[src/rtl/spie_pkg.sv]
// Package: widths, register indexes, item types and internal stage types.
`default_nettype none
package spie_pkg;

	localparam int FRAC_BITS = 16;
	localparam int IO_FRAC = 16;
	localparam int OUT_W = 48;
	localparam int CRD_W = 32;
	localparam int MAG_W = 31;
	localparam int SHINE_W = 18;

	localparam int RAD_W = 64;
	localparam int ROOT_W = 32;
	localparam int REM_W = 35;
	localparam int ISQ_STEPS = 32;

	localparam int Q_W = FRAC_BITS + 1;
	localparam int DIV_STEPS = Q_W;

	localparam int S_W = FRAC_BITS + 3;
	localparam int SM_W = FRAC_BITS + 2;
	localparam int SSQ_W = 2 * SM_W;
	localparam int SLEN_W = FRAC_BITS + 2;
	localparam int GS_W = CRD_W + S_W;
	localparam int DOT_W = GS_W + 2;
	localparam int SGP_W = SHINE_W + ROOT_W + 1;
	localparam int T_W = SGP_W + 1 - IO_FRAC;
	localparam int PROD_W = T_W + SLEN_W + 1;
	localparam int V_W = PROD_W + 1;
	localparam int R_W = V_W + 1 - FRAC_BITS;

	localparam int QUEUE_DEPTH = 4;
	localparam int QPTR_W = $clog2(QUEUE_DEPTH);
	localparam int QCNT_W = QPTR_W + 1;

	localparam int BACK_LAT = 2 + ISQ_STEPS + DIV_STEPS + 3 + ISQ_STEPS + 2;

	localparam int CFG_ADDR_W = 5;
	localparam int REG_IDX_W = 3;
	localparam int PDATA_W = 32;
	localparam logic [REG_IDX_W-1:0] REG_CAMERA_X = 3'd0;
	localparam logic [REG_IDX_W-1:0] REG_CAMERA_Y = 3'd1;
	localparam logic [REG_IDX_W-1:0] REG_CAMERA_Z = 3'd2;
	localparam logic [REG_IDX_W-1:0] REG_LIGHT_X = 3'd3;
	localparam logic [REG_IDX_W-1:0] REG_LIGHT_Y = 3'd4;
	localparam logic [REG_IDX_W-1:0] REG_LIGHT_Z = 3'd5;
	localparam logic [REG_IDX_W-1:0] REG_SHINE = 3'd6;

	localparam logic [SHINE_W-1:0] SHINE_RESET = 18'd58982;

	localparam logic signed [63:0] OUT_MAX = 64'sd140737488355327;
	localparam logic signed [63:0] OUT_MIN = -64'sd140737488355328;

	typedef struct packed {
		logic signed [CRD_W-1:0] point_x;
		logic signed [CRD_W-1:0] point_y;
		logic signed [CRD_W-1:0] point_z;
		logic signed [CRD_W-1:0] gradient_x;
		logic signed [CRD_W-1:0] gradient_y;
		logic signed [CRD_W-1:0] gradient_z;
	} in_item_t;

	typedef struct packed {
		logic signed [OUT_W-1:0] surface_value;
		logic                    degenerate;
	} out_item_t;

	typedef struct packed {
		logic [2:0][MAG_W-1:0] cmag;
		logic [2:0]            cneg;
		logic [2:0][MAG_W-1:0] lmag;
		logic [2:0]            lneg;
		logic [2:0][CRD_W-1:0] g;
		logic [2:0][CRD_W-1:0] gmag;
	} fr_t;

	typedef struct packed {
		logic full;
		logic empty;
	} q_stat_t;

endpackage
`default_nettype wire

[src/rtl/spie_queue.sv]
// Short item queue between the front stage and the arithmetic pipeline.
`default_nettype none
module spie_queue (
	input  logic              clk,
	input  logic              arst_n,
	input  logic              push,
	input  spie_pkg::fr_t     din,
	input  logic              pop,
	output spie_pkg::fr_t     dout,
	output spie_pkg::q_stat_t q_stat
);

	spie_pkg::fr_t                 mem_q [spie_pkg::QUEUE_DEPTH];
	logic [spie_pkg::QPTR_W-1:0]   wr_q;
	logic [spie_pkg::QPTR_W-1:0]   rd_q;
	logic [spie_pkg::QCNT_W-1:0]   cnt_q;

	assign q_stat.full = cnt_q == spie_pkg::QCNT_W'(spie_pkg::QUEUE_DEPTH);
	assign q_stat.empty = cnt_q == '0;
	assign dout = mem_q[rd_q];

	always_ff @(posedge clk or negedge arst_n) begin
		if (!arst_n) begin
			wr_q <= '0;
			rd_q <= '0;
			cnt_q <= '0;
		end else begin
			if (push) begin
				wr_q <= wr_q + 1'b1;
			end
			if (pop) begin
				rd_q <= rd_q + 1'b1;
			end
			if (push && !pop) begin
				cnt_q <= cnt_q + 1'b1;
			end else if (pop && !push) begin
				cnt_q <= cnt_q - 1'b1;
			end
		end
	end

	always_ff @(posedge clk) begin
		if (push) begin
			mem_q[wr_q] <= din;
		end
	end

endmodule
`default_nettype wire

[config.mk]
export PLATFORM = sky130hd
export DESIGN_NAME = spie_queue
export DESIGN_NICKNAME = d
export VERILOG_FILES = /design/src/rtl/spie_pkg.sv /design/src/rtl/spie_queue.sv
export SDC_FILE = /design/constraint.sdc
export NUM_CORES = 1
export LEC_CHECK = 0
export BUFFER_PORTS_ARGS = -buffer_cell sky130_fd_sc_hd__buf_2
export CORE_ASPECT_RATIO = 0.8
export CORE_MARGIN = 2
export CORE_UTILIZATION = 51
export DETAILED_ROUTE_END_ITERATION = 10
export MAX_ROUTING_LAYER = met4
export PLACE_DENSITY = 0.75
export SYNTH_ARGS = -nofsm -noshare
export SYNTH_HDL_FRONTEND = slang
export SYNTH_SLANG_ARGS = --single-unit
[constraint.sdc]
create_clock -name clk -period 9.2 [get_ports clk]
set_input_delay 1.84 -clock clk [delete_from_list [all_inputs] [get_ports clk]]
set_output_delay 1.84 -clock clk [all_outputs]
set_load 0.01 [all_outputs]
Word-level counts from Yosys, hierarchy flattened:

Memories as Yosys holds them, arrays and structs flattened.
Index checks and enable logic that the tools add are counted.

* register bits after elaboration: 7
* latch bits: 0
* memory bits (writable): 1536
* bits in read-only memories: 0
* bits of input ports: 388
* output and inout port bits: 386
* memories kept: 1

Memory list
* mem_q: words 4, bits a word 384, read ports 1, clocked after Yosys merged registers in 0, write ports 1, line spie_queue.sv:13 `spie_pkg::fr_t mem_q [spie_pkg::QUEUE_DEPTH];`

* add/sub/neg operators: 4
* $mul: 0
* divide/modulo/power cells: 0
* order comparisons: 0
* eq/ne operators: 1
* shift-type cells: 0
* muxes and demuxes: 4
* bitwise gates (word level): 0
* reduce and logical (&&, ||, !) cells: 6

Operators by type and width (number)
* $mux 3: 2
* $add 2x1->2 const B: 2
* $add 3x1->3 const B: 1
* $eq 3x3->1 const B: 1
* $logic_not 3->1: 1
* $sub 3x1->3 const B: 1
* $logic_and 1x1->1: 2
* $logic_not 1->1: 2
* $mux 1: 2
* $reduce_bool 2->1: 1

Depth between registers and ports, before layout:

* depth after elaboration: 4
* depth in mapped cells: 7
* mapped depth without buffers: 7

Worst setup path before layout:

Ideal clock, no wire load.

* path type: input -> register
* from: input push
* to: memory mem_q[1][0] (netlist name), enable pin
* library setup time: 795 ps
* arrival time: 10479 ps
* data required time: 8405 ps
* path slack: -2073 ps
* stages on the path: 1
* path buffers: 0
* cells stage by stage: and2_1

* longest elaborated chain between the ends: 2

Ends and longest elaborated chain
* from (decl): line spie_queue.sv:6 `input logic push,`
* $mux 1: line spie_queue.sv:43 `if (push) begin`
* $mux 1 (implied by the code): line spie_queue.sv:44 `mem_q[wr_q] <= din;`
* to (decl): line spie_queue.sv:13

No other way between the ends.

==> reports/metrics.yaml <==
outcome: "finished, final reports clean"
die_w_um: 374
synthArstFlopShare: 0.00454
synthMuxAreaShare: 0.155
cts-root-buf: "clkbuf_16"
r2r_end: "mem_q[1][319]"
min_period_over_period: 0.620
num-fill-cells: 7272
end_kind: "output port"
drive_above_1_share: 0.461
dr.pass1.iters: 5
grt_pass1_wl_um: 172000
cts_resized: 0
synthCells: 2040
synthAdderAreaFrac: 0.00148
clock-sinks: 1543
antenna_found_initial: 35
vias: 25200
worstPathCellList: "buf_12, buf_4, mux4_2, buf_2"
reg2reg_depth: 4
setup-violations-final: 0
clock_latency_ps: 780
critPathLaunch: "rd_q[0]"
die_h_um: 300
whs_path_depth: 1
yosysUniqueCellTypes: 19
r2r_slack_ps: 6350
grt_use_total: 0.215
synth_top_area_frac: 0.826
max_slew.worst_pin.slew_ps: 1250
slowest_stage: "dfrtp_4"
syn_avg_cell_area_sq_um: 27.4
regArea_sq_mm: 0.0463
vdd_drop_max_mv: 0.237
synth_top_cell_by_area: "edfxtp_1"
cp.required_ps: 7360
arrival_ps: 3860
fin_worst_skew_ps: 26.4
synth_seq_cells: 1543
synth_nets: 2434
synth-xor-area-share: 0.000941
power-per-cell-area_mw_per_mm2: 326
viasPerCell: 5.63
drv_cap: 0
die-area_sq_mm: 0.112
io_buffers: 773
leakagePower_nw: 22.2
dpl.cell_count: 4182
htree_levels: 4
finalSetupTns_ps: 0
ant_nets: 0
synthTopCellsByArea: "edfxtp_1 (83%), mux4_2 (15%), buf_6 (0.79%), buf_2 (0.35%), dfrtp_1 (0.31%)"
cts_tree: "done"
initial_core_util: 0.515
cts_max_path_buffers: 3
netlist_top_cells_count: "edfxtp_1 (1,536), mux4_2 (384), buf_2 (39), buf_6 (39), dfrtp_1 (7)"
synth_top_family_by_area: "multiplexers"
design_power_total_mw: 21.5
min_to: "cnt_q[2]"
crit_type: "register to output port"
hold_viol: 0
syn_area_sq_mm: 0.0558
drt_iter0_drc: 2194
fin_util: 0.607
cts.reportedPaths.clkPinSlew_ps: 60
report.final.slew_viol_count: 0
slowest_delay_ps: 1010
worst_setup_path_start_kind: "register"
slew_headroom: 0.167
fmax_mhz: 175
drt-total-wl_um: 117000
yosysWarnings: 0
synth_edf_count: 1536
yosysSeqAreaShare: 0.829
grt_max_degree: 157
min_from: "cnt_q[2]"
routabilityCongestion: 0.771
fin_nets: 3292
yosys.cell_count.top_type: "edfxtp_1"
drc: 0
rows: 108
worstHoldPathType: "register to register"
r2r-start: "wr_q[1]"
synth-simple-area-share: 0.000874
synth-compound-area-share: 0.0000896
rsz0062_at_grt: "no"
post-route-min-period_ps: 5700
hpwl_um: 70800
grt-ovfl-total: 0
final_cells: 4477
multi_input_area_sq_mm: 0.00886
core_sq_mm: 0.109
synthFlopType: "edfxtp_1"
syn2layout_area_growth_pct: 17.9
grt_pass1_vias: 26600
cts_hold_buf: 0
cts_buffers: 144
boundaryPins: 774
post_cts_buffers: 0
crit_fanout: 103
routedWlPerCell_um: 26.2
-- area by class of cell --
class                   instances  area share
flip-flops and latches       1543       0.703
multi-input cells             407       0.135
repair buffers                798      0.0641
clock buffers                 176      0.0575
well taps                    1430      0.0272
clock inverters                84      0.0120
diodes                         35     0.00133
inverters                       4    0.000228
-- sequential cells by signal, indices dropped and copies added, names as in the netlist --
signal / count
mem_q: 1536
cnt_q: 3
rd_q: 2
wr_q: 2
-- cells by family (layout without fill, tap and decap cells) --
logic type | Yosys count | after routing
xor gates and xnor gates | 6 | 6
DFF | 1543 | 1543
and+or+nand+nor | 9 | 9
muxes | 385 | 385
other | 0 | 35
adders and majority gates | 6 | 6
buffers and inverters | 90 | 1062
AOI/OAI and AO/OA | 1 | 1
-- routing by layer --
layer	vias up	wire (um)	GRT usage
met4	0	3130	0.0742
met3	197	10400	0.0678
met2	1073	61300	0.353
li1	10700	-	-
met1	13200	42300	0.253
met5	-	0	-
-- placed cells by master, fill, tap and decap left out, drive strengths merged --
cell type,netlist,final
clkinv,0,56
bufinv,0,11
xor2,4,4
mux2,1,1
edfxtp,1536,1536
nor3b,1,1
buf,81,798
nand2,2,2
clkinvlp,0,3
nor2,1,1
ha,5,5
o21ai,1,1
fa,1,1
mux4,384,384
clkbuf,5,176
dfrtp,7,7
diode,0,35
and2,4,4
inv,4,18
nor3,1,1
xnor2,2,2
-- metrics by stage --
stage	hold WS, ps	worst slack [ps]	cell area, sq um
finish	495	3500	65900
global route	527	3130	65800
CTS	498	3320	65800
detailed placement	486	4180	61200
global placement	474	4230	61200
floorplan	456	2200	55800
-- worst max-delay path: cells and delay by family, from the launching register on --
kind	cells	cell delay, ps
mux	1	580
flops	1	1010
buf+inv	3	1350
-- power by group --
group	internal (mW)	total [mW]	switching (mW)
Sequential	9.20	9.59	0.394
Combinational	2.67	6.10	3.43
Clock	3.26	5.78	2.52
-- how the worst max path moves through the flow --
| stage | to | cells after the start |
|---|---|---|
| after floorplan | mem_q[3][0] | 1 |
| after global placement | dout[205] | 4 |
| after detailed placement | dout[5] | 4 |
| after CTS | dout[189] | 4 |
| after global routing | dout[189] | 4 |
| final | dout[189] | 4 |
Power figures use the tool's default switching activity.
