File: config.mk
export PLATFORM = sky130hd
export DESIGN_NAME = spie_front
export DESIGN_NICKNAME = d
export VERILOG_FILES = /design/src/rtl/spie_pkg.sv /design/src/rtl/spie_front.sv
export SDC_FILE = /design/constraint.sdc
export NUM_CORES = 1
export LEC_CHECK = 0
export BUFFER_PORTS_ARGS = -buffer_cell sky130_fd_sc_hd__buf_2
export CAP_MARGIN = 20
export CORE_ASPECT_RATIO = 0.6
export CORE_MARGIN = 10
export CORE_UTILIZATION = 35
export DETAILED_ROUTE_END_ITERATION = 8
export RECOVER_POWER = 50
export SKIP_LAST_GASP = 1
export SLEW_MARGIN = 20
export SYNTH_ARGS = -nofsm -noshare
export SYNTH_HDL_FRONTEND = slang
export SYNTH_SLANG_ARGS = --single-unit
File: constraint.sdc
create_clock -name clk -period 20.8 [get_ports clk]
set_input_delay 0 -clock clk [delete_from_list [all_inputs] [get_ports clk]]
set_output_delay 0 -clock clk [all_outputs]
set_load 0.05 [all_outputs]
File: src/rtl/spie_pkg.sv
// Package: widths, register indexes, item types and internal stage types.
`default_nettype none
package spie_pkg;

	localparam int FRAC_BITS = 16;
	localparam int IO_FRAC = 16;
	localparam int OUT_W = 48;
	localparam int CRD_W = 32;
	localparam int MAG_W = 31;
	localparam int SHINE_W = 18;

	localparam int RAD_W = 64;
	localparam int ROOT_W = 32;
	localparam int REM_W = 35;
	localparam int ISQ_STEPS = 32;

	localparam int Q_W = FRAC_BITS + 1;
	localparam int DIV_STEPS = Q_W;

	localparam int S_W = FRAC_BITS + 3;
	localparam int SM_W = FRAC_BITS + 2;
	localparam int SSQ_W = 2 * SM_W;
	localparam int SLEN_W = FRAC_BITS + 2;
	localparam int GS_W = CRD_W + S_W;
	localparam int DOT_W = GS_W + 2;
	localparam int SGP_W = SHINE_W + ROOT_W + 1;
	localparam int T_W = SGP_W + 1 - IO_FRAC;
	localparam int PROD_W = T_W + SLEN_W + 1;
	localparam int V_W = PROD_W + 1;
	localparam int R_W = V_W + 1 - FRAC_BITS;

	localparam int QUEUE_DEPTH = 4;
	localparam int QPTR_W = $clog2(QUEUE_DEPTH);
	localparam int QCNT_W = QPTR_W + 1;

	localparam int BACK_LAT = 2 + ISQ_STEPS + DIV_STEPS + 3 + ISQ_STEPS + 2;

	localparam int CFG_ADDR_W = 5;
	localparam int REG_IDX_W = 3;
	localparam int PDATA_W = 32;
	localparam logic [REG_IDX_W-1:0] REG_CAMERA_X = 3'd0;
	localparam logic [REG_IDX_W-1:0] REG_CAMERA_Y = 3'd1;
	localparam logic [REG_IDX_W-1:0] REG_CAMERA_Z = 3'd2;
	localparam logic [REG_IDX_W-1:0] REG_LIGHT_X = 3'd3;
	localparam logic [REG_IDX_W-1:0] REG_LIGHT_Y = 3'd4;
	localparam logic [REG_IDX_W-1:0] REG_LIGHT_Z = 3'd5;
	localparam logic [REG_IDX_W-1:0] REG_SHINE = 3'd6;

	localparam logic [SHINE_W-1:0] SHINE_RESET = 18'd58982;

	localparam logic signed [63:0] OUT_MAX = 64'sd140737488355327;
	localparam logic signed [63:0] OUT_MIN = -64'sd140737488355328;

	typedef struct packed {
		logic signed [CRD_W-1:0] point_x;
		logic signed [CRD_W-1:0] point_y;
		logic signed [CRD_W-1:0] point_z;
		logic signed [CRD_W-1:0] gradient_x;
		logic signed [CRD_W-1:0] gradient_y;
		logic signed [CRD_W-1:0] gradient_z;
	} in_item_t;

	typedef struct packed {
		logic signed [OUT_W-1:0] surface_value;
		logic                    degenerate;
	} out_item_t;

	typedef struct packed {
		logic [2:0][MAG_W-1:0] cmag;
		logic [2:0]            cneg;
		logic [2:0][MAG_W-1:0] lmag;
		logic [2:0]            lneg;
		logic [2:0][CRD_W-1:0] g;
		logic [2:0][CRD_W-1:0] gmag;
	} fr_t;

	typedef struct packed {
		logic full;
		logic empty;
	} q_stat_t;

endpackage
`default_nettype wire

File: src/rtl/spie_front.sv
// Front stage: direction vectors, magnitudes, range reduction and gradient magnitudes.
`default_nettype none
module spie_front (
	input  logic                                  clk,
	input  logic                                  arst_n,
	input  logic                                  in_valid,
	output logic                                  in_stall,
	input  spie_pkg::in_item_t                    in_item,
	input  logic [2:0][spie_pkg::CRD_W-1:0]       cam,
	input  logic [2:0][spie_pkg::CRD_W-1:0]       lig,
	input  spie_pkg::q_stat_t                     q_stat,
	output logic                                  push,
	output spie_pkg::fr_t                         fr_item
);

	logic                          fr_vld_q;
	spie_pkg::fr_t                 fr_q;
	spie_pkg::fr_t                 fr_c;
	logic                          accept;
	logic [2:0][spie_pkg::CRD_W-1:0] pt;
	logic [2:0][spie_pkg::CRD_W-1:0] gv;
	logic signed [spie_pkg::CRD_W:0] dc [3];
	logic signed [spie_pkg::CRD_W:0] dl [3];
	logic [spie_pkg::CRD_W:0]        mc [3];
	logic [spie_pkg::CRD_W:0]        ml [3];
	logic                            bigc;
	logic                            bigl;

	assign in_stall = fr_vld_q & q_stat.full;
	assign push = fr_vld_q & ~q_stat.full;
	assign accept = in_valid & ~in_stall;
	assign fr_item = fr_q;

	always_comb begin
		pt[0] = in_item.point_x;
		pt[1] = in_item.point_y;
		pt[2] = in_item.point_z;
		gv[0] = in_item.gradient_x;
		gv[1] = in_item.gradient_y;
		gv[2] = in_item.gradient_z;
		bigc = 1'b0;
		bigl = 1'b0;
		for (int i = 0; i < 3; i++) begin
			dc[i] = $signed({cam[i][spie_pkg::CRD_W-1], cam[i]})
				- $signed({pt[i][spie_pkg::CRD_W-1], pt[i]});
			dl[i] = $signed({lig[i][spie_pkg::CRD_W-1], lig[i]})
				- $signed({pt[i][spie_pkg::CRD_W-1], pt[i]});
			mc[i] = dc[i][spie_pkg::CRD_W] ? -dc[i] : dc[i];
			ml[i] = dl[i][spie_pkg::CRD_W] ? -dl[i] : dl[i];
			bigc = bigc | (|mc[i][spie_pkg::CRD_W:spie_pkg::MAG_W]);
			bigl = bigl | (|ml[i][spie_pkg::CRD_W:spie_pkg::MAG_W]);
		end
		for (int i = 0; i < 3; i++) begin
			fr_c.cneg[i] = dc[i][spie_pkg::CRD_W];
			fr_c.lneg[i] = dl[i][spie_pkg::CRD_W];
			fr_c.cmag[i] = bigc ? mc[i][spie_pkg::MAG_W:1] : mc[i][spie_pkg::MAG_W-1:0];
			fr_c.lmag[i] = bigl ? ml[i][spie_pkg::MAG_W:1] : ml[i][spie_pkg::MAG_W-1:0];
			fr_c.g[i] = gv[i];
			fr_c.gmag[i] = gv[i][spie_pkg::CRD_W-1] ? -gv[i] : gv[i];
		end
	end

	always_ff @(posedge clk or negedge arst_n) begin
		if (!arst_n) begin
			fr_vld_q <= 1'b0;
		end else if (accept) begin
			fr_vld_q <= 1'b1;
		end else if (push) begin
			fr_vld_q <= 1'b0;
		end
	end

	always_ff @(posedge clk) begin
		if (accept) begin
			fr_q <= fr_c;
		end
	end

endmodule
`default_nettype wire

* Yosys cells after proc, flatten, opt, wreduce, memory -nomap -nowiden
Index checks and enable logic that the tools add are counted.
** Word-level totals
- Register bits after elaboration :: 385
- Input port bits :: 389
- Output and inout bits :: 386
- Word-level logic and storage cells :: 66
** Operators by class
- Add/sub/neg operators :: 15
- Mux-type cells :: 17
- Bitwise gates (word level) :: 9
- Reduce and logical (&&, ||, !) cells :: 7
** Operator list (count)
- $mux W31 :: 9
- $mux W33 :: 6
- $neg A33 Y33 :: 6
- $sub A32 B32 Y33 :: 6
- $neg A32 Y32 :: 3
- $reduce_or A2 Y1 :: 6
- $or A1 B1 Y1 :: 4
- $and A1 B1 Y1 :: 3
- $mux W1 :: 2
- $not A1 Y1 :: 2
- $reduce_bool A2 Y1 :: 1

* Longest topological paths before layout
Gate-level depths: netlist of the first run.
- Depth in word-level cells :: 7
- Mapped depth :: 20

* Worst setup path before layout of the first run
No wires, ideal clock.
- Path type :: register to register
- From :: register fr_vld_q
- To :: register fr_q, in the netlist fr_item[100] (enable)
- Library setup time :: 1.168 ns
- Data arrival time :: 17.301 ns
- Data required time :: 19.632 ns
- Path slack :: 2.331 ns
- Stages on the path, launching flop included :: 3
- Buffers on the path :: 0
- Period minus slack after synthesis :: 18.469 ns
- Cell sequence :: dfrtp_1 -> and2_1 -> nor2b_1
** Between the ends
- Cells in the longest elaborated chain, start to end :: 3
** Ends and longest elaborated chain
- start, declared :: line spie_front.sv:16 : logic fr_vld_q;
- start signal, assigned :: line spie_front.sv:65 : fr_vld_q <= 1'b0;
- start signal, assigned :: line spie_front.sv:67 : fr_vld_q <= 1'b1;
- start signal, assigned :: line spie_front.sv:69 : fr_vld_q <= 1'b0;
- $and A1 B1 Y1 :: line spie_front.sv:29 : assign in_stall = fr_vld_q & q_stat.full;
- named net in_stall :: line spie_front.sv:7 : output logic in_stall,
- $not A1 Y1 :: line spie_front.sv:31 : assign accept = in_valid & ~in_stall;
- $and A1 B1 Y1 :: line spie_front.sv:31
- named net accept :: line spie_front.sv:19 : logic accept;
- end signal, assigned :: line spie_front.sv:75 : fr_q <= fr_c;
- end, declared :: line spie_front.sv:17 : spie_pkg::fr_t fr_q;
The timed path passes the listed nets, and every way through them passes these cells.
A chain may end at the register's enable or synchronous reset.

* Final worst setup path of the first run
- From :: register fr_vld_q
- To :: register fr_q, in the netlist fr_item[218] (enable)
** Between the ends
- Cells in the longest elaborated chain, start to end :: 3
** Ends and longest elaborated chain (line)
- $and A1 B1 Y1 :: spie_front.sv:29
- $not A1 Y1 :: spie_front.sv:31
- $and A1 B1 Y1 :: spie_front.sv:31
- named net accept :: spie_front.sv:19
The timed path passes the listed nets, and every way through them passes these cells.

==> results of run 1 <==
logic make-up (layout without fill, tap and decap cells):
kind of cell | count (synthesis) | after routing
other cells | 0 | 4
flops | 382 | 382
compound gates | 1195 | 1195
mux | 144 | 144
fa+ha+maj | 207 | 207
xor+xnor | 355 | 355
simple gates | 1364 | 1364
buf+inv | 370 | 1158
cells in the mapped netlist (all sizes together), types with 16 or more instances:
cell type / count / area share
a211o: 17 / 0.0043
a211oi: 61 / 0.013
a21o: 73 / 0.016
a21oi: 320 / 0.046
a311oi: 19 / 0.0048
a31oi: 68 / 0.012
and2: 41 / 0.0073
and3: 60 / 0.011
buf: 60 / 0.010
clkbuf: 144 / 0.015
edfxtp: 381 / 0.33
ha: 201 / 0.072
inv: 163 / 0.017
mux2i: 133 / 0.038
nand2: 357 / 0.038
nand2b: 55 / 0.0098
nand3: 105 / 0.015
nand4: 67 / 0.012
nor2: 293 / 0.031
nor2b: 25 / 0.0045
nor3: 92 / 0.014
nor3b: 16 / 0.0034
nor4: 61 / 0.011
o2111ai: 22 / 0.0055
o211a: 16 / 0.0046
o211ai: 61 / 0.013
o21a: 50 / 0.011
o21ai: 248 / 0.036
o31ai: 41 / 0.0088
o41ai: 24 / 0.0064
or2: 36 / 0.0064
or3: 75 / 0.013
or4: 29 / 0.0062
xnor2: 239 / 0.060
xor2: 116 / 0.029
layout by cell type, fill, tap and decap left out, types with 66 or more instances in the layout:
master	count
a21o_1	73
a21oi_1	319
a31oi_1	66
buf_2	290
clkbuf_1	491
dlygate4sd3_1	106
edfxtp_1	381
ha_1	201
inv_1	163
mux2i_1	132
nand2_1	357
nand3_1	103
nand4_1	67
nor2_1	292
nor3_1	90
o21ai_0	227
or3_1	75
xnor2_1	237
xor2_1	115
area by class of cell:
type | instances | area (um2)
fillers | 10229 | 56750
multi-input cells | 3265 | 22090
flip-flops and latches | 382 | 11470
repair buffers | 914 | 4584
well taps | 1319 | 1650
clock buffers | 53 | 1144
inverters | 166 | 623.1
clock inverters | 25 | 347.8
diodes | 4 | 10.01
worst max-delay path, cell delays in order, from the launching register on:
cell	delay, ns
dfrtp_1	0.37
and2_0	0.16
nor2b_1	1.30
clkbuf_1	6.47
registers in the layout, indices dropped and copies added (netlist names):
name / flops
fr_item: 381
fr_vld_q: 1
worst min-delay path by stage:
stage	startpoint	to	cells past startpoint
3_5_place_dp	arst_n	fr_vld_q	1
2_1_floorplan	arst_n	fr_vld_q	0
4_1_cts	in_item[160]	fr_item[291]	3
3_3_place_gp	arst_n	fr_vld_q	1
6_report	lig[65]	fr_item[257]	4
5_1_grt	in_item[160]	fr_item[291]	3
stage by stage:
step           power [W]  utilization
6_report        0.003646       0.4248
3_5_place_dp    0.002805       0.4052
5_1_grt         0.003835       0.4248
2_1_floorplan   0.002319            -
3_3_place_gp    0.002798       0.4052
4_1_cts         0.003672       0.4311
power by group through the flow:
stage               logic (W)  clock network [W]  registers, W
floorplan            0.000920                  0       0.00140
global placement      0.00175                  0       0.00105
detailed placement    0.00175                  0       0.00105
CTS                   0.00178           0.000856       0.00104
global route          0.00189           0.000889       0.00105
finish                0.00177           0.000833       0.00104
layer usage:
metal,global-route usage,part of all wire,up-vias
li1,-,-,16724
met1,0.3460,0.46,17255
met2,0.3655,0.43,1685
met3,0.04754,0.085,174
met4,0.05547,0.025,6
met5,0,0.00023,-
repair_timing:
item	4_1_cts	5_1_grt
hold buffers	106	0
hold endpoints to repair	213	0
setup buffers	0	0
==> qor_table.md, run 1 <==
| Quantity | Value | Unit |
|---|---|---|
| Total of cells resized after clock tree synthesis | 0 | - |
| Placeable core region | 98660 | um2 |
| Number of enable flip-flop cells after synthesis | 381 | - |
| DIE AREA | 113400 | um2 |
| Capture point of the worst reg-to-reg path | fr_item[218] | - |
| Row count | 89 | - |
| Remaining global-route overflow | 0 | - |
| Startpoint of the lowest-slack register-to-register path | fr_vld_q | - |
| Clock-pin transition on the worst setup and hold timing paths | 0.07 | ns |
| Number of cells on the worst reg-to-reg path | 3 | - |
| Final standard cell count with taps included and fillers excluded | 6128 | - |
| Root buf cell | clkbuf_16 | - |
| Post-detailed-placement half-perimeter wirelength | 116900 | um |
| Outcome | complete, but fails checks | - |
| Adder and majority cell fraction of the synthesized area | 0.07533 | - |
| Portion of total power attributed to the clock network | 0.228 | - |
| Count of state elements after synthesis | 382 | - |
| Pin count of the biggest net entering global routing | 165 | - |
| Post-Syn Area | 34980 | um2 |
| Xor and xnor fraction of the mapped netlist area | 0.08910 | - |
| Area added between synthesis and finish | 19.82 | % |
| Switching power of the nets | 0.001653 | W |
| Placer Congestion | 0.9722 | - |
| Nature of the critical path endpoint | flip-flop | - |
| Critical Path Start | fr_vld_q | - |
| Quantity of I/O buffers inserted on ports | 773 | - |
| Clock Latency Late Sink | 0.61 | ns |
| WL per Instance | 23.77 | um |
| Hold Vio Cnt, Final | 0 | - |
| Placed standard-cell area | 39980 | um2 |
| WP data required | 20.71 | ns |
| Data arrival at the endpoint of the critical path | 9.19 | ns |
| Share of the cycle needed by the critical path after routing | 0.4463 | - |
| Highest clock rate | 107.7 | MHz |
| Seq pwr share | 0.286 | - |
| Failing checks | max-capacitance violations, max-slew violations | - |
| Total Routing Usage GR | 0.2397 | - |
| Number of global-route vias before repair | 32.93k | - |
| Comb pwr share | 0.486 | - |
| Setup slack at placement | 13.49 | ns |
| Post-layout nets | 5367 | - |
| Total number of vias | 35.84k | - |
| CP endpoint | fr_item[218] | - |
| Yosys warns | 0 | - |
| TritonCTS Sinks | 382 | - |
| Ys async rst share | 0.002618 | - |
| Critical path class | flip-flop to flip-flop | - |
| Final TNS setup | 0 | ns |
| Most common flop cell mapped by yosys | edfxtp_1 | - |
| Slew headroom | -5.195 | - |
| Switching Fraction | 0.4533 | - |
| Syn avg cell area | 8.708 | um2 |
| Maximum Capacitance Violations | 2 | - |
| Post-synthesis simple-gate area fraction | 0.1970 | - |
| Wire length of the first global-routing pass | 214700 | um |
| Die height | 264.9 | um |
| DRT antenna net count | 0 | - |
| Number of standard cells after synthesis | 4017 | - |
| Pleak | 15.63 | nW |
| Initial antenna violation count | 8 | - |
| First DRT Iteration DRCs | 4194 | - |
| Layout Cell Area excl Fill | 41910 | um2 |
| Cell count after placement | 5940 | - |
| Setup violation total in the final timing report | 0 | - |
| Power density cells | 87.00 | nW/um2 |
| Detailed Routing Iterations Pass 1 | 6 | - |
| Largest family of logic cells by synthesized area | compound AO/OA/AOI/OAI gates | - |
| Hold WC Path Type | primary input to flip-flop | - |
| Highest fanout seen on the critical path | 164 | - |
| R2R Setup Slk | 11.52 | ns |
| CTS tree | done | - |
| Unique cell type count in the Yosys netlist | 104 | - |
| Min Clock Period, post-route | 9.283 | ns |
| Chip Width | 428.1 | um |
| Worst hold slack across all endpoints | 0.07200 | ns |
| Unrepaired setup endpoints after global routing | false | - |
| Share of post-route cells with drive strength above 1 | 0.09740 | - |
| Number of top-level pins | 775 | - |
| Post-detailed-route DRC marker count | 0 | - |
| Starting density of the core | 0.3545 | - |
| Part of the Yosys area used for sequential elements | 0.3278 | - |
| Peak supply drop | 0.05403 | mV |
| Final count of pins violating max slew | 186 | - |
| Via density per instance | 5.849 | - |
| Share of the synthesized area in compound gates (AO/OA/AOI/OAI) | 0.2254 | - |
| Synthesized Nets | 4613 | - |
| Post-route worst setup slack | 11.52 | ns |
| Final routed wirelength across all metal layers | 145700 | um |
| Number of H-tree levels | 2 | - |
| Startpoint class of the critical path | flip-flop | - |
| Number of clock buffers inserted by TritonCTS | 42 | - |
| Worst slew pin tran | 9.293 | ns |
| Number of buffers on the longest clock path | 3 | - |
| Skew final | 0.03379 | ns |
| Mux share of post-synthesis cell area | 0.04192 | - |
| Internal power of the cells | 0.001994 | W |
(Power assumes the default switching activity.)
==> run 2, diff against run 1 <==
--- a/config.mk
+++ b/config.mk
@@ -5,6 +5,7 @@
 export SDC_FILE = /design/constraint.sdc
 export NUM_CORES = 1
 export LEC_CHECK = 0
+export ABC_AREA = 1
 export BUFFER_PORTS_ARGS = -buffer_cell sky130_fd_sc_hd__buf_2
 export CAP_MARGIN = 20
 export CORE_ASPECT_RATIO = 0.6
==> constraint.sdc (replaced) <==
create_clock -name clk -period 8.2 [get_ports clk]
set_input_delay 0 -clock clk [delete_from_list [all_inputs] [get_ports clk]]
set_output_delay 0 -clock clk [all_outputs]
set_load 0.05 [all_outputs]
==> run 2 against run 1 <==
The flow still finishes with violations (max-capacitance violations, max-slew violations). Clock power is 140% higher. Global-route usage is 1.1 points higher. Sequential share of layout area is 2.1 points lower. Flip-flop and latch count stayed put. Synthesized cell count is 48% higher. Critical endpoint is now fr_item[341]. Clock-buffer cell count is 1 lower. Synthesized area is 10% higher. Worst hold slack worse by 0.013 ns. Design area is 8.4% higher. Maximum frequency is 64% higher.
==> qor_table.md, run 2 <==
| Quantity | Value | Unit |
|---|---|---|
| TritonCTS Sinks | 382 | - |
| Most instantiated library cell after synthesis | nand2_1 | - |
| Via density per instance | 5.029 | - |
| Pleak | 23.15 | nW |
| Row count | 94 | - |
| Placeable core region | 109400 | um2 |
| Portion of total power attributed to the clock network | 0.224 | - |
| Min Clock Period, post-route | 5.655 | ns |
| Final TNS setup | 0 | ns |
| Peak supply drop | 0.1224 | mV |
| DRT antenna net count | 0 | - |
| Synthesized Nets | 6541 | - |
| Post-layout nets | 7388 | - |
| Quantity of I/O buffers inserted on ports | 773 | - |
| Comb pwr share | 0.486 | - |
| WL per Instance | 19.75 | um |
| Highest fanout seen on the critical path | 120 | - |
| Post-detailed-route DRC marker count | 0 | - |
| Detailed-route wire length on metal 1 | 77200 | um |
| Pin count of the biggest net entering global routing | 142 | - |
| Part of the Yosys area used for sequential elements | 0.2979 | - |
| Critical path class | flip-flop to flip-flop | - |
| Number of fillers in the final layout | 11.90k | - |
| Area share of the leading cell type in the synthesized netlist | 0.2973 | - |
| Slew headroom | -1.202 | - |
| Number of enable flip-flop cells after synthesis | 381 | - |
| Count of state elements after synthesis | 382 | - |
| Outcome | complete, but fails checks | - |
| Nature of the critical path endpoint | flip-flop | - |
| Maximum Capacitance Violations | 3 | - |
| Detailed Routing Iterations Pass 1 | 9 | - |
| Synth area leader | edfxtp_1 | - |
| First DRT Iteration DRCs | 4746 | - |
| Total of cells resized after clock tree synthesis | 0 | - |
| Most frequent standard cell in the layout excluding fill and tap cells | nand2_1 | - |
| CTS tree | done | - |
| Initial antenna violation count | 53 | - |
| WP data required | 8.35 | ns |
| Cells traversed along the worst timing path | nand2_1 -> inv_1 -> nor2_1 -> clkbuf_2 | - |
| Placer Congestion | 1.020 | - |
| Highest clock rate | 176.8 | MHz |
| Data arrival at the endpoint of the critical path | 5.81 | ns |
| Number of standard cells after synthesis | 5945 | - |
| Amount of wire on met2 after detailed routing | 65450 | um |
| Number of buffers on the longest clock path | 3 | - |
| Unrepaired setup endpoints after global routing | false | - |
| Post-Syn Area | 38480 | um2 |
| Chip Width | 448.1 | um |
| Number of H-tree levels | 2 | - |
| Kind of cell with the highest combined delay on the critical path | buffers and inverters | - |
| Leading post-synthesis cells by instance count | 2233 x nand2_1, 978 x inv_1, 544 x nor2_1, 516 x nand3_1, 381 x edfxtp_1 | - |
| Area added between synthesis and finish | 18.01 | % |
| Root buf cell | clkbuf_16 | - |
| Leading post-synthesis cells by cell area | edfxtp_1 30%, nand2_1 22%, inv_1 9.5% | - |
| Share of the cycle needed by the critical path after routing | 0.6897 | - |
| Internal power of the cells | 0.004708 | W |
| Post-detailed-placement half-perimeter wirelength | 138300 | um |
| Met3 Routed Length | 16420 | um |
| Hold Vio Cnt, Final | 0 | - |
| Count of buffer and inverter cells on the critical path | 2 | - |
| Total number of vias | 41.69k | - |
| Syn avg cell area | 6.473 | um2 |
| Final routed wirelength across all metal layers | 163700 | um |
| Final count of pins violating max slew | 178 | - |
| Power density cells | 199.5 | nW/um2 |
| Yosys warns | 0 | - |
| Postcts setup bufs | 0 | - |
| Max stage delay cell, worst path | clkbuf_2 | - |
| Wire length of the first global-routing pass | 239900 | um |
| Most common flop cell mapped by yosys | edfxtp_1 | - |
| Seq pwr share | 0.290 | - |
| Startpoint class of the critical path | flip-flop | - |
| Highest cell delay on the worst timing path | 2.52 | ns |
| DIE AREA | 124100 | um2 |
| Switching power of the nets | 0.004353 | W |
| Largest register FFs | 381 | - |
| Worst slew pin tran | 3.302 | ns |
| Ys async rst share | 0.002618 | - |
| Clock Latency Late Sink | 0.63 | ns |
| Clock-pin transition on the worst setup and hold timing paths | 0.06 | ns |
| Total Routing Usage GR | 0.2509 | - |
| Setup violation total in the final timing report | 0 | - |
| Switching Fraction | 0.4804 | - |
| Cts-stage hold buffer count | 102 | - |
| Total power consumption of the routed design | 0.009061 | W |
| Number of clock buffers inserted by TritonCTS | 44 | - |
| Remaining global-route overflow | 0 | - |
| Number of top-level pins | 775 | - |
| Skew final | 0.03194 | ns |
| Die height | 276.9 | um |
| Starting density of the core | 0.3518 | - |
| Share of post-route cells with drive strength above 1 | 0.08295 | - |
| Number of global-route vias before repair | 37.50k | - |
| Top metal layer carrying routed signals | met5 | - |
| Failing checks | max-capacitance violations, max-slew violations | - |
| Hold WC Path Type | primary input to flip-flop | - |
| Unique cell type count in the Yosys netlist | 55 | - |
| Most used cells in the layout excluding fill and tap cells | 2234 x nand2_1, 978 x inv_1, 543 x nor2_1 | - |
==> run 2: power groups by stage <==
stage / combinational (W) / clock, W / sequential, W
final: 0.00440 / 0.00203 / 0.00263
after global routing: 0.00481 / 0.00215 / 0.00265
after CTS: 0.00442 / 0.00208 / 0.00262
after detailed placement: 0.00436 / 0 / 0.00265
after global placement: 0.00434 / 0 / 0.00265
after floorplan: 0.00242 / 0 / 0.00349
==> run 2: tightest hold or removal path, stage by stage <==
cell and delay (ns):
buf_2 0.10, inv_1 0.04, ha_1 0.18, inv_1 0.05
nand3_1 0.07, nand2_1 0.06
==> run 2: kinds of logic (layout without fill, tap and decap cells) <==
logic type | Yosys count | count (layout) | share of synthesized area
flip-flops | 382 | 382 | 0.2979
adder cells (fa/ha/maj) | 207 | 207 | 0.06847
buffers and inverters | 1103 | 1981 | 0.1199
XOR/XNOR | 258 | 258 | 0.05911
other | 0 | 26 | 0
AND/OR/NAND/NOR | 3692 | 3692 | 0.4114
AO/OA/AOI/OAI | 303 | 303 | 0.04318
==> run 2: area by class of cell <==
class / count / area (um2) / area share
Clock inverter: 25 / 245.2 / 0.005400
Multi-Input combinational cell: 4460 / 22430 / 0.4938
Tap cell: 1440 / 1802 / 0.03967
Sequential cell: 382 / 11470 / 0.2525
Timing Repair Buffer: 889 / 4447 / 0.09791
Inverter: 1015 / 3810 / 0.08389
Clock buffer: 52 / 1152 / 0.02537
Antenna cell: 26 / 65.06 / 0.001433
==> run 2: routing by layer <==
layer  GRT usage  up-vias
met5           0        -
met2      0.3594     1935
met4     0.05797        6
met3     0.05379      218
li1            -    20468
met1      0.3775    19058
==> run 2: final timing paths <==
kind	end	slack, ns	start	depth (start not counted)
min reg2reg	fr_vld_q	1.02	fr_vld_q	3
min in group asynchronous	fr_vld_q	0.24	arst_n	3
min	fr_item[353]	0.06	cam[64]	6
max in group asynchronous	fr_vld_q	7.85	arst_n	3
max reg2reg	fr_item[341]	2.54	fr_vld_q	4
max	fr_item[341]	2.54	fr_vld_q	4
==> run 2: per-stage QoR <==
step                      std cells  hold WS, ns  worst slack [ns]  area (um2)    util
after detailed placement       8082      -0.2210             3.038       43510  0.3978
after global placement         8082      -0.2246             3.190       43510  0.3978
after global routing           8277      0.08185             2.044       45380  0.4149
after floorplan                5945      -0.2956             1.420       38490       -
final                          8289      0.05912             2.545       45410  0.4152
after CTS                      8261      0.02041             3.297       45930  0.4199
